**config.mk**
```make
export PLATFORM = sky130hd
export DESIGN_NAME = tcw_ctrl
export DESIGN_NICKNAME = d
export VERILOG_FILES = /design/src/hdl/tcw_pkg.sv /design/src/hdl/tcw_ctrl.sv
export SDC_FILE = /design/constraint.sdc
export NUM_CORES = 1
export LEC_CHECK = 0
export BUFFER_PORTS_ARGS = -buffer_cell sky130_fd_sc_hd__buf_4
export CAP_MARGIN = 25
export CORE_MARGIN = 2
export CORE_UTILIZATION = 32
export CTS_CLUSTER_DIAMETER = 50
export DETAILED_ROUTE_END_ITERATION = 10
export SLEW_MARGIN = 40
export SYNTH_ARGS = -nofsm -noshare
export SYNTH_HDL_FRONTEND = slang
export SYNTH_SLANG_ARGS = --single-unit
```
**constraint.sdc**
```tcl
create_clock -name clk -period 12.4 [get_ports clk]
set_input_delay 0.62 -clock clk [delete_from_list [all_inputs] [get_ports clk]]
set_output_delay 0.62 -clock clk [all_outputs]
set_load 0.005 [all_outputs]
```
**src/hdl/tcw_pkg.sv**
```systemverilog
`default_nettype none

package tcw_pkg;

  localparam int COLUMNS = 80;
  localparam int ROWS    = 25;
  localparam int CELLS   = COLUMNS * ROWS;
  localparam int COL_W   = $clog2(COLUMNS);
  localparam int ROW_W   = $clog2(ROWS);
  localparam int ADDR_W  = $clog2(CELLS);
  localparam int CELL_W  = 16;

  localparam logic [7:0]        BLANK_CHAR = 8'h20;
  localparam logic [CELL_W-1:0] RESET_CELL = 16'h0F20;
  localparam logic [7:0]        CH_BS      = 8'd8;
  localparam logic [7:0]        CH_LF      = 8'd10;
  localparam logic [7:0]        CH_CR      = 8'd13;

  typedef enum logic [2:0] {
    CMD_PUT      = 3'd0,
    CMD_SET      = 3'd1,
    CMD_PUT_AT   = 3'd2,
    CMD_CLS      = 3'd3,
    CMD_CLR_LINE = 3'd4,
    CMD_FILL     = 3'd5,
    CMD_SCROLL   = 3'd6,
    CMD_READ     = 3'd7
  } cmd_t;

  typedef enum logic {
    CFG_FG = 1'b0,
    CFG_BG = 1'b1
  } cfg_idx_t;

  typedef enum logic [2:0] {
    ST_FILL,
    ST_IDLE,
    ST_EXEC,
    ST_READ,
    ST_SCR_RD,
    ST_SCR_WR
  } state_t;

  typedef struct packed {
    cmd_t       cmd;
    logic [7:0] ch;
    logic [7:0] x;
    logic [7:0] y;
    logic [7:0] w;
    logic [7:0] h;
  } item_t;

  typedef struct packed {
    logic              we;
    logic [ADDR_W-1:0] waddr;
    logic [CELL_W-1:0] wdata;
    logic              re;
    logic [ADDR_W-1:0] raddr;
  } mem_req_t;

  typedef struct packed {
    logic       scrolled;
    logic       ignored;
    logic [7:0] cattr;
    logic [7:0] cchar;
    logic [15:0] linear;
    logic [7:0] row;
    logic [7:0] col;
  } result_t;

endpackage

`default_nettype wire

```
**src/hdl/tcw_ctrl.sv**
```systemverilog
`default_nettype none

module tcw_ctrl import tcw_pkg::*; (
  input  logic              clk,
  input  logic              rst,
  input  logic              in_valid,
  output logic              in_ready,
  input  item_t             in_item,
  input  logic [7:0]        attr,
  input  logic              out_free,
  output logic              done,
  output result_t           result,
  output mem_req_t          mem,
  input  logic [CELL_W-1:0] rdata
);

  state_t            state, state_next;
  item_t             item, item_next;
  logic              boot, boot_next;
  logic [COL_W-1:0]  cur_col, cur_col_next;
  logic [ROW_W-1:0]  cur_row, cur_row_next;
  logic [COL_W-1:0]  f_col, f_col_next, f_c0, f_c0_next, f_clast, f_clast_next;
  logic [ROW_W-1:0]  f_row, f_row_next, f_rlast, f_rlast_next;
  logic [ADDR_W-1:0] f_base, f_base_next;
  logic [CELL_W-1:0] f_value, f_value_next;
  logic [ADDR_W-1:0] s_addr, s_addr_next;
  logic              res_ign, res_ign_next, res_scr, res_scr_next;

  logic [CELL_W-1:0] blank;
  logic              on_screen, f_last, fill_step, col_wrap, last_row;
  logic [COL_W-1:0]  bs_col;
  logic [ROW_W-1:0]  bs_row;
  logic [ADDR_W-1:0] ybase, pos_addr, cur_addr, bs_addr;
  logic [8:0]        xe, ye;
  logic              ign_now, scr_now;
  logic [7:0]        rd_char, rd_attr;

  assign blank    = {attr, BLANK_CHAR};
  assign on_screen = (item.x < 8'(COLUMNS)) && (item.y < 8'(ROWS));
  assign ybase    = ADDR_W'(int'(item.y) * COLUMNS);
  assign pos_addr = ybase + ADDR_W'(item.x);
  assign cur_addr = ADDR_W'(int'(cur_row) * COLUMNS) + ADDR_W'(cur_col);
  assign bs_col   = (cur_col != '0) ? cur_col - 1'b1 : COL_W'(COLUMNS - 1);
  assign bs_row   = (cur_col != '0) ? cur_row : cur_row - 1'b1;
  assign bs_addr  = ADDR_W'(int'(bs_row) * COLUMNS) + ADDR_W'(bs_col);
  assign col_wrap = ((COL_W+1)'(cur_col) + 1'b1) >= (COL_W+1)'(COLUMNS);
  assign last_row = cur_row == ROW_W'(ROWS - 1);
  assign xe       = 9'(item.x) + 9'(item.w) - 9'd1;
  assign ye       = 9'(item.y) + 9'(item.h) - 9'd1;
  assign f_last   = (f_col == f_clast) && (f_row == f_rlast);
  assign fill_step = boot || !f_last || out_free;
  assign in_ready = state == ST_IDLE;

  always_ff @(posedge clk) begin
    if (rst) begin
      state   <= ST_FILL;
      boot    <= 1'b1;
      cur_col <= '0;
      cur_row <= '0;
      f_col   <= '0;
      f_c0    <= '0;
      f_clast <= COL_W'(COLUMNS - 1);
      f_row   <= '0;
      f_rlast <= ROW_W'(ROWS - 1);
      f_base  <= '0;
      f_value <= RESET_CELL;
      s_addr  <= '0;
      res_ign <= 1'b0;
      res_scr <= 1'b0;
    end else begin
      state   <= state_next;
      boot    <= boot_next;
      cur_col <= cur_col_next;
      cur_row <= cur_row_next;
      f_col   <= f_col_next;
      f_c0    <= f_c0_next;
      f_clast <= f_clast_next;
      f_row   <= f_row_next;
      f_rlast <= f_rlast_next;
      f_base  <= f_base_next;
      f_value <= f_value_next;
      s_addr  <= s_addr_next;
      res_ign <= res_ign_next;
      res_scr <= res_scr_next;
    end
  end

  always_ff @(posedge clk) begin
    item <= item_next;
  end

  always_comb begin
    state_next   = state;
    item_next    = item;
    boot_next    = boot;
    cur_col_next = cur_col;
    cur_row_next = cur_row;
    f_col_next   = f_col;
    f_c0_next    = f_c0;
    f_clast_next = f_clast;
    f_row_next   = f_row;
    f_rlast_next = f_rlast;
    f_base_next  = f_base;
    f_value_next = f_value;
    s_addr_next  = s_addr;
    res_ign_next = res_ign;
    res_scr_next = res_scr;
    mem          = '0;
    done         = 1'b0;
    ign_now      = 1'b0;
    scr_now      = 1'b0;
    rd_char      = '0;
    rd_attr      = '0;
    unique case (state)
      ST_FILL: begin
        mem.we    = fill_step;
        mem.waddr = f_base + ADDR_W'(f_col);
        mem.wdata = f_value;
        if (fill_step) begin
          if (f_last) begin
            boot_next  = 1'b0;
            done       = !boot;
            state_next = ST_IDLE;
          end else if (f_col == f_clast) begin
            f_col_next  = f_c0;
            f_row_next  = f_row + 1'b1;
            f_base_next = f_base + ADDR_W'(COLUMNS);
          end else begin
            f_col_next = f_col + 1'b1;
          end
        end
      end
      ST_IDLE: begin
        if (in_valid) begin
          item_next  = in_item;
          state_next = ST_EXEC;
        end
      end
      ST_EXEC: begin
        if (out_free) begin
          state_next = ST_IDLE;
          done       = 1'b1;
          unique case (item.cmd)
            CMD_PUT: begin
              case (item.ch)
                CH_BS: begin
                  if (cur_col != '0 || cur_row != '0) begin
                    cur_col_next = bs_col;
                    cur_row_next = bs_row;
                    mem.we       = 1'b1;
                    mem.waddr    = bs_addr;
                    mem.wdata    = blank;
                  end
                end
                CH_LF: begin
                  cur_col_next = '0;
                  if (last_row) begin
                    scr_now = 1'b1;
                  end else begin
                    cur_row_next = cur_row + 1'b1;
                  end
                end
                CH_CR: begin
                  cur_col_next = '0;
                end
                default: begin
                  mem.we    = 1'b1;
                  mem.waddr = cur_addr;
                  mem.wdata = {attr, item.ch};
                  if (col_wrap) begin
                    cur_col_next = '0;
                    if (last_row) begin
                      scr_now = 1'b1;
                    end else begin
                      cur_row_next = cur_row + 1'b1;
                    end
                  end else begin
                    cur_col_next = cur_col + 1'b1;
                  end
                end
              endcase
              if (scr_now) begin
                done        = 1'b0;
                s_addr_next = '0;
                state_next  = ST_SCR_RD;
              end
            end
            CMD_SET: begin
              cur_col_next = (item.x >= 8'(COLUMNS)) ? COL_W'(COLUMNS - 1) : COL_W'(item.x);
              cur_row_next = (item.y >= 8'(ROWS)) ? ROW_W'(ROWS - 1) : ROW_W'(item.y);
            end
            CMD_PUT_AT: begin
              ign_now   = !on_screen;
              mem.we    = on_screen;
              mem.waddr = pos_addr;
              mem.wdata = {attr, item.ch};
            end
            CMD_CLS: begin
              done         = 1'b0;
              cur_col_next = '0;
              cur_row_next = '0;
              f_col_next   = '0;
              f_c0_next    = '0;
              f_clast_next = COL_W'(COLUMNS - 1);
              f_row_next   = '0;
              f_rlast_next = ROW_W'(ROWS - 1);
              f_base_next  = '0;
              f_value_next = blank;
              state_next   = ST_FILL;
            end
            CMD_CLR_LINE: begin
              if (item.y < 8'(ROWS)) begin
                done         = 1'b0;
                f_col_next   = '0;
                f_c0_next    = '0;
                f_clast_next = COL_W'(COLUMNS - 1);
                f_row_next   = ROW_W'(item.y);
                f_rlast_next = ROW_W'(item.y);
                f_base_next  = ybase;
                f_value_next = blank;
                state_next   = ST_FILL;
              end else begin
                ign_now = 1'b1;
              end
            end
            CMD_FILL: begin
              if (!on_screen) begin
                ign_now = 1'b1;
              end else if (item.w != '0 && item.h != '0) begin
                done         = 1'b0;
                f_col_next   = COL_W'(item.x);
                f_c0_next    = COL_W'(item.x);
                f_clast_next = (xe >= 9'(COLUMNS - 1)) ? COL_W'(COLUMNS - 1) : COL_W'(xe);
                f_row_next   = ROW_W'(item.y);
                f_rlast_next = (ye >= 9'(ROWS - 1)) ? ROW_W'(ROWS - 1) : ROW_W'(ye);
                f_base_next  = ybase;
                f_value_next = {attr, item.ch};
                state_next   = ST_FILL;
              end
            end
            CMD_SCROLL: begin
              done         = 1'b0;
              scr_now      = 1'b1;
              cur_row_next = (cur_row != '0) ? cur_row - 1'b1 : cur_row;
              s_addr_next  = '0;
              state_next   = ST_SCR_RD;
            end
            CMD_READ: begin
              if (on_screen) begin
                done       = 1'b0;
                mem.re     = 1'b1;
                mem.raddr  = pos_addr;
                state_next = ST_READ;
              end else begin
                ign_now = 1'b1;
              end
            end
          endcase
          res_ign_next = ign_now;
          res_scr_next = scr_now;
        end
      end
      ST_READ: begin
        if (out_free) begin
          done       = 1'b1;
          rd_char    = rdata[7:0];
          rd_attr    = rdata[15:8];
          state_next = ST_IDLE;
        end
      end
      ST_SCR_RD: begin
        mem.re     = 1'b1;
        mem.raddr  = s_addr + ADDR_W'(COLUMNS);
        state_next = ST_SCR_WR;
      end
      ST_SCR_WR: begin
        mem.we    = 1'b1;
        mem.waddr = s_addr;
        mem.wdata = rdata;
        if (s_addr == ADDR_W'((ROWS - 1) * COLUMNS - 1)) begin
          f_col_next   = '0;
          f_c0_next    = '0;
          f_clast_next = COL_W'(COLUMNS - 1);
          f_row_next   = ROW_W'(ROWS - 1);
          f_rlast_next = ROW_W'(ROWS - 1);
          f_base_next  = ADDR_W'((ROWS - 1) * COLUMNS);
          f_value_next = blank;
          state_next   = ST_FILL;
        end else begin
          s_addr_next = s_addr + 1'b1;
          state_next  = ST_SCR_RD;
        end
      end
      default: begin
        state_next = ST_IDLE;
      end
    endcase
  end

  always_comb begin
    result          = '0;
    result.col      = 8'(cur_col_next);
    result.row      = 8'(cur_row_next);
    result.linear   = 16'(int'(cur_row_next) * COLUMNS + int'(cur_col_next));
    result.cchar    = rd_char;
    result.cattr    = rd_attr;
    result.ignored  = (state == ST_EXEC) ? ign_now : res_ign;
    result.scrolled = (state == ST_EXEC) ? scr_now : res_scr;
  end

endmodule

`default_nettype wire

```
[Word level (Yosys, flattened, before mapping)]
Cells that the tools add are included.
Widths: inputs -> output; s select.
Storage, ports and cells
  register bits: 130
Cells by class
  add/subtract/negate cells: 19
  reductions and logical operators: 29
  $lt $le $gt $ge: 7
  equal/unequal tests: 34
  multipliers: 4
  mux-type cells: 123
Operator list (count)
  $mux 7: 20
  $mux 11: 11
  $pmux 28 s2: 2
  $mux 5: 20
  $pmux 28 s3: 1
  $pmux 7 s3: 4
  $mux 16: 5
  $pmux 11 s3: 2
  $pmux 5 s3: 4
  $pmux 16 s3: 1
  $pmux 11 s2: 2
  $pmux 7 s2: 3
  $mux 40: 1
  $pmux 3 s6: 2
  $add 11x7->11: 3
  $mux 8: 4
  $pmux 16 s2: 1
  $mux 28: 1
  $eq 8x4->1 const B: 3
  $mux 12: 2
  $pmux 12 s2: 1
  $add 11x7->11 const B: 2
  $mux 1: 21
  $mux 3: 7
  53 further kinds: 93

[Logic depth before layout (Yosys ltp)]
  depth in word-level cells: 11
  gate-level depth with buffers: 19
  depth with buffers taken out: 17

[Worst setup path after synthesis]
No wires, ideal clock.
  kind: register to output
  from: register cur_col[0]
  to: output port mem[38] in the netlist's numbering
  slack: 7.523 ns
  stages on the path, launching flop included: 19
  required time: 11.780 ns
  data arrival time: 4.257 ns
  path through: dfxtp_1 clkbuf_1 inv_1 ha_1 nor3b_1 nand2_1 clkbuf_1 o21ai_0 ha_1 ha_1 inv_1 fa_1 nor2b_1 o21ai_0 a2111oi_0 a2bb2oi_1 xnor2_1 a221oi_1 o221ai_1
RTL lines
  from (decl): RTL line tcw_ctrl.sv:20  | logic [COL_W-1:0] cur_col, cur_col_next;
  from (signal assigned): RTL line tcw_ctrl.sv:73  | cur_col <= cur_col_next;
  to (decl): RTL line tcw_ctrl.sv:13  | output mem_req_t mem,

==> metrics.md <==
| Metric | Value |
|---|---|
| Post-cts resize count | `0` |
| Ys flop type | `dfxtp_1` |
| Worst min path class | `primary input to flip-flop` |
| Final #Nets | `1,517` |
| CP Class | `flip-flop to primary output` |
| Hold_buf cts | `0` |
| Die footprint | `about 0.033 mm^2` |
| VDD IR-drop max | `0.0878 mV` |
| Worst Tran Pin Value | `a little over 900 ps` |
| DRC | `0` |
| R2R setup slack | `roughly 8900 ps` |
| DPL Wire Length | `between 20,000 and 30,000 um` |
| Arrival time worst endpoint | `roughly 5600 ps` |
| Rows | `65` |
| Drt pass-1 iters | `8` |
| Max Fclk | `around 160 MHz` |
| Yosys warnings | `0` |
| Largest net degree at the start of global routing | `50` |
| RSZ-0062 raised after global routing | `no` |
| Port bufs | `154` |
| Final worst-path cycle share | `49.8%` |
| Seq/Total Area, Yosys | `29.2%` |
| Final period demand of the worst path | `~6000 ps` |
| Sink Count | `approximately 130` |
| Crit. End Element | `primary output` |
| Core area | `between 0.03 and 0.04 mm^2` |
| Fin. max-slew vios | `0` |
| CTS Buffer Depth | `2` |
| P_leak | `approximately 5.2 nW` |
| RR Endpoint | `f_rlast[4]` |
| Worst R2R Start | `item[17]` |
| Sum Neg Setup Slack | `0 ps` |
| Initial DRC Count | `950` |
| Yosys cell types | `89` |
| Seq cells post-synth | `126` |
| Hold EP | `item[32]` |
| Area grow syn2layout | `20.2%` |
| Post-route ant nets | `0` |
| Hold Path Origin | `in_item[32]` |
| H-tree depth | `4` |
| CTS tree | `built` |
| Share of cells above drive strength 1 | `16.4%` |
| Initial Util | `32.3%` |
| Worst-path fanout max | `12` |
| GPL Wtd Cong | `roughly 0.91` |
| Vias in the first global route | `approximately 9,000` |
| Die X | `approximately 180 um` |
| Grt total ovfl | `0` |
| Mapped cell area | `about 0.01 mm^2` |
| Vias per cell | `~5.5` |
| Reg2Reg Depth | `11` |
| CTS clk-pin slew, worst paths | `60 ps` |
| Root buffer cell | `clkbuf_16` |
| Ant. Diodes | `0` |
| Setup repair bufs after CTS | `0` |
| WP data required | `~12,000 ps` |
| Pwr Density | `~80 mW/mm^2` |
| Vias post-DR | `9,815` |
| Max Cap Viol | `0` |
| Rel. slew slack | `approximately 37%` |
| Total Wirelength | `around 34,000 um` |
| Post-DR wirelength/cell | `roughly 19 um` |
| Die H | `roughly 180 um` |
| Setup Skew | `~9.4 ps` |
| FFs w/ async S/R, synth | `0%` |
| First-pass GRT wire length | `52,700 um` |
| Clock Latency Late Sink | `between 400 and 500 ps` |
| Final-report hold violation count | `0` |
| Hold slack | `around 350 ps` |
| Mapped Cells | `between 1,000 and 1,500` |
| Final setup fails | `0` |
| Tot GR Track Use | `between 20 and 25%` |
| Hold-critical path depth | `1` |
| Worst setup SP type | `flip-flop` |
| IO Pins | `around 160` |
| Outcome | `complete, no violations` |
| Total CTS buffers | `17` |
| EDFF count, synth | `43` |
| Antenna violations before repair | `0` |
| Synthesized area per cell | `8.16 um^2` |
==> synth_stat cells (24+ instances only) <==
library cell  count  share of area (%)
dfxtp_1          83                 16
a21oi_1          80                4.0
xor2_1           32                2.8
nand2_1         112                4.2
nand3_1          40                2.0
nor2_1          115                4.3
clkbuf_1         49                1.8
and2_1           31                1.9
inv_1           107                4.0
ha_1             81                 10
nor3_1           24                1.2
edfxtp_1         43                 13
o21ai_0          53                2.6
xnor2_1          55                4.8
==> stage by stage <==
step	setup slack (ps)	utilization, %	area [um^2]	std cells	power [mW]
3_3_place_gp	6640	36.8	11500	1736	0.471
2_1_floorplan	7520	-	10100	1245	0.448
4_1_cts	5980	38.7	12100	1769	0.992
5_1_grt	5730	38.8	12200	1770	1.01
3_5_place_dp	6490	36.8	11500	1737	0.471
6_report	6230	38.8	12200	1770	0.985
==> worst max path at each step <==
stage | slack, ps | startpoint | end | depth (start not counted)
4_1_cts | 5980 | cur_col[0] | mem[38] | 17
2_1_floorplan | 7520 | cur_col[0] | mem[38] | 18
3_5_place_dp | 6490 | cur_col[0] | mem[38] | 17
5_1_grt | 5730 | cur_col[0] | mem[38] | 17
3_3_place_gp | 6640 | cur_col[0] | mem[38] | 17
6_report | 6230 | cur_col[0] | mem[38] | 17
==> cell type report <==
type,instances,area [um^2]
Fill cell,3186,19200
Multi-Input combinational cell,938,6450
Sequential cell,126,2950
Timing Repair Buffer,165,1240
Tap cell,402,503
Clock buffer,19,433
Inverter,107,402
Clock inverter,13,165
==> layout by cell type (no fill, tap or decap), types with 10 or more instances in the layout <==
master | Yosys | final
buf_4 | 12 | 163
nor2_1 | 115 | 115
nand2_1 | 112 | 112
inv_1 | 107 | 106
dfxtp_1 | 83 | 83
ha_1 | 81 | 81
a21oi_1 | 80 | 80
xnor2_1 | 55 | 55
o21ai_0 | 53 | 53
edfxtp_1 | 43 | 43
nand3_1 | 40 | 40
xor2_1 | 32 | 32
and2_1 | 31 | 30
nor3_1 | 24 | 22
a211oi_1 | 22 | 22
a21o_1 | 20 | 20
a222oi_1 | 18 | 18
clkbuf_16 | 0 | 17
a22oi_1 | 15 | 15
nor4_1 | 14 | 14
o22ai_1 | 13 | 13
nand4_1 | 12 | 12
fa_1 | 10 | 10
==> flip-flops by register name, summed over array words and instances (netlist names), 7 cells and up <==
| register | count |
|---|---|
| f_col | 7 |
| s_addr | 11 |
| f_base | 7 |
| f_clast | 7 |
| cur_col | 7 |
| item | 43 |
| f_value | 16 |
| f_c0 | 7 |
==> per-layer routing <==
metal / up-vias / wire length [um] / GRT usage, %
li1: 4684 / - / -
met1: 4685 / 14300 / 26.4
met2: 385 / 16800 / 34.7
met3: 61 / 2200 / 3.27
met4: 0 / 889 / 7.41
met5: - / 0 / 0
==> power by group <==
group	switching [mW]	total (mW)	internal, mW
combinational	0.0146	0.0328	0.0182
sequential	0.00170	0.429	0.427
clock	0.206	0.523	0.317
==> worst max-delay path, stage by stage, from the launching register on <==
cell	delay (ps)
dfxtp_1	420
inv_1	100
ha_1	250
nor3b_2	420
nand2_1	410
o21ai_0	490
ha_1	310
ha_1	230
inv_1	70
fa_1	430
nor2b_1	200
o21ai_0	220
a2111oi_0	450
a2bb2oi_1	250
xnor2_1	90
a221oi_1	350
o221ai_1	220
buf_4	180
==> kinds of logic after synthesis <==
kind of cell,Yosys count,synth area share (%)
DFF,126,29.2
other,1,0.0371
buffers and inverters,181,7.43
AOI/OAI and AO/OA,326,22.6
muxes,5,0.495
xor gates and xnor gates,87,7.54
and+or+nand+nor,421,20.7
adders and majority gates,91,12.0
Note: power is estimated with default switching activity, not from simulation.
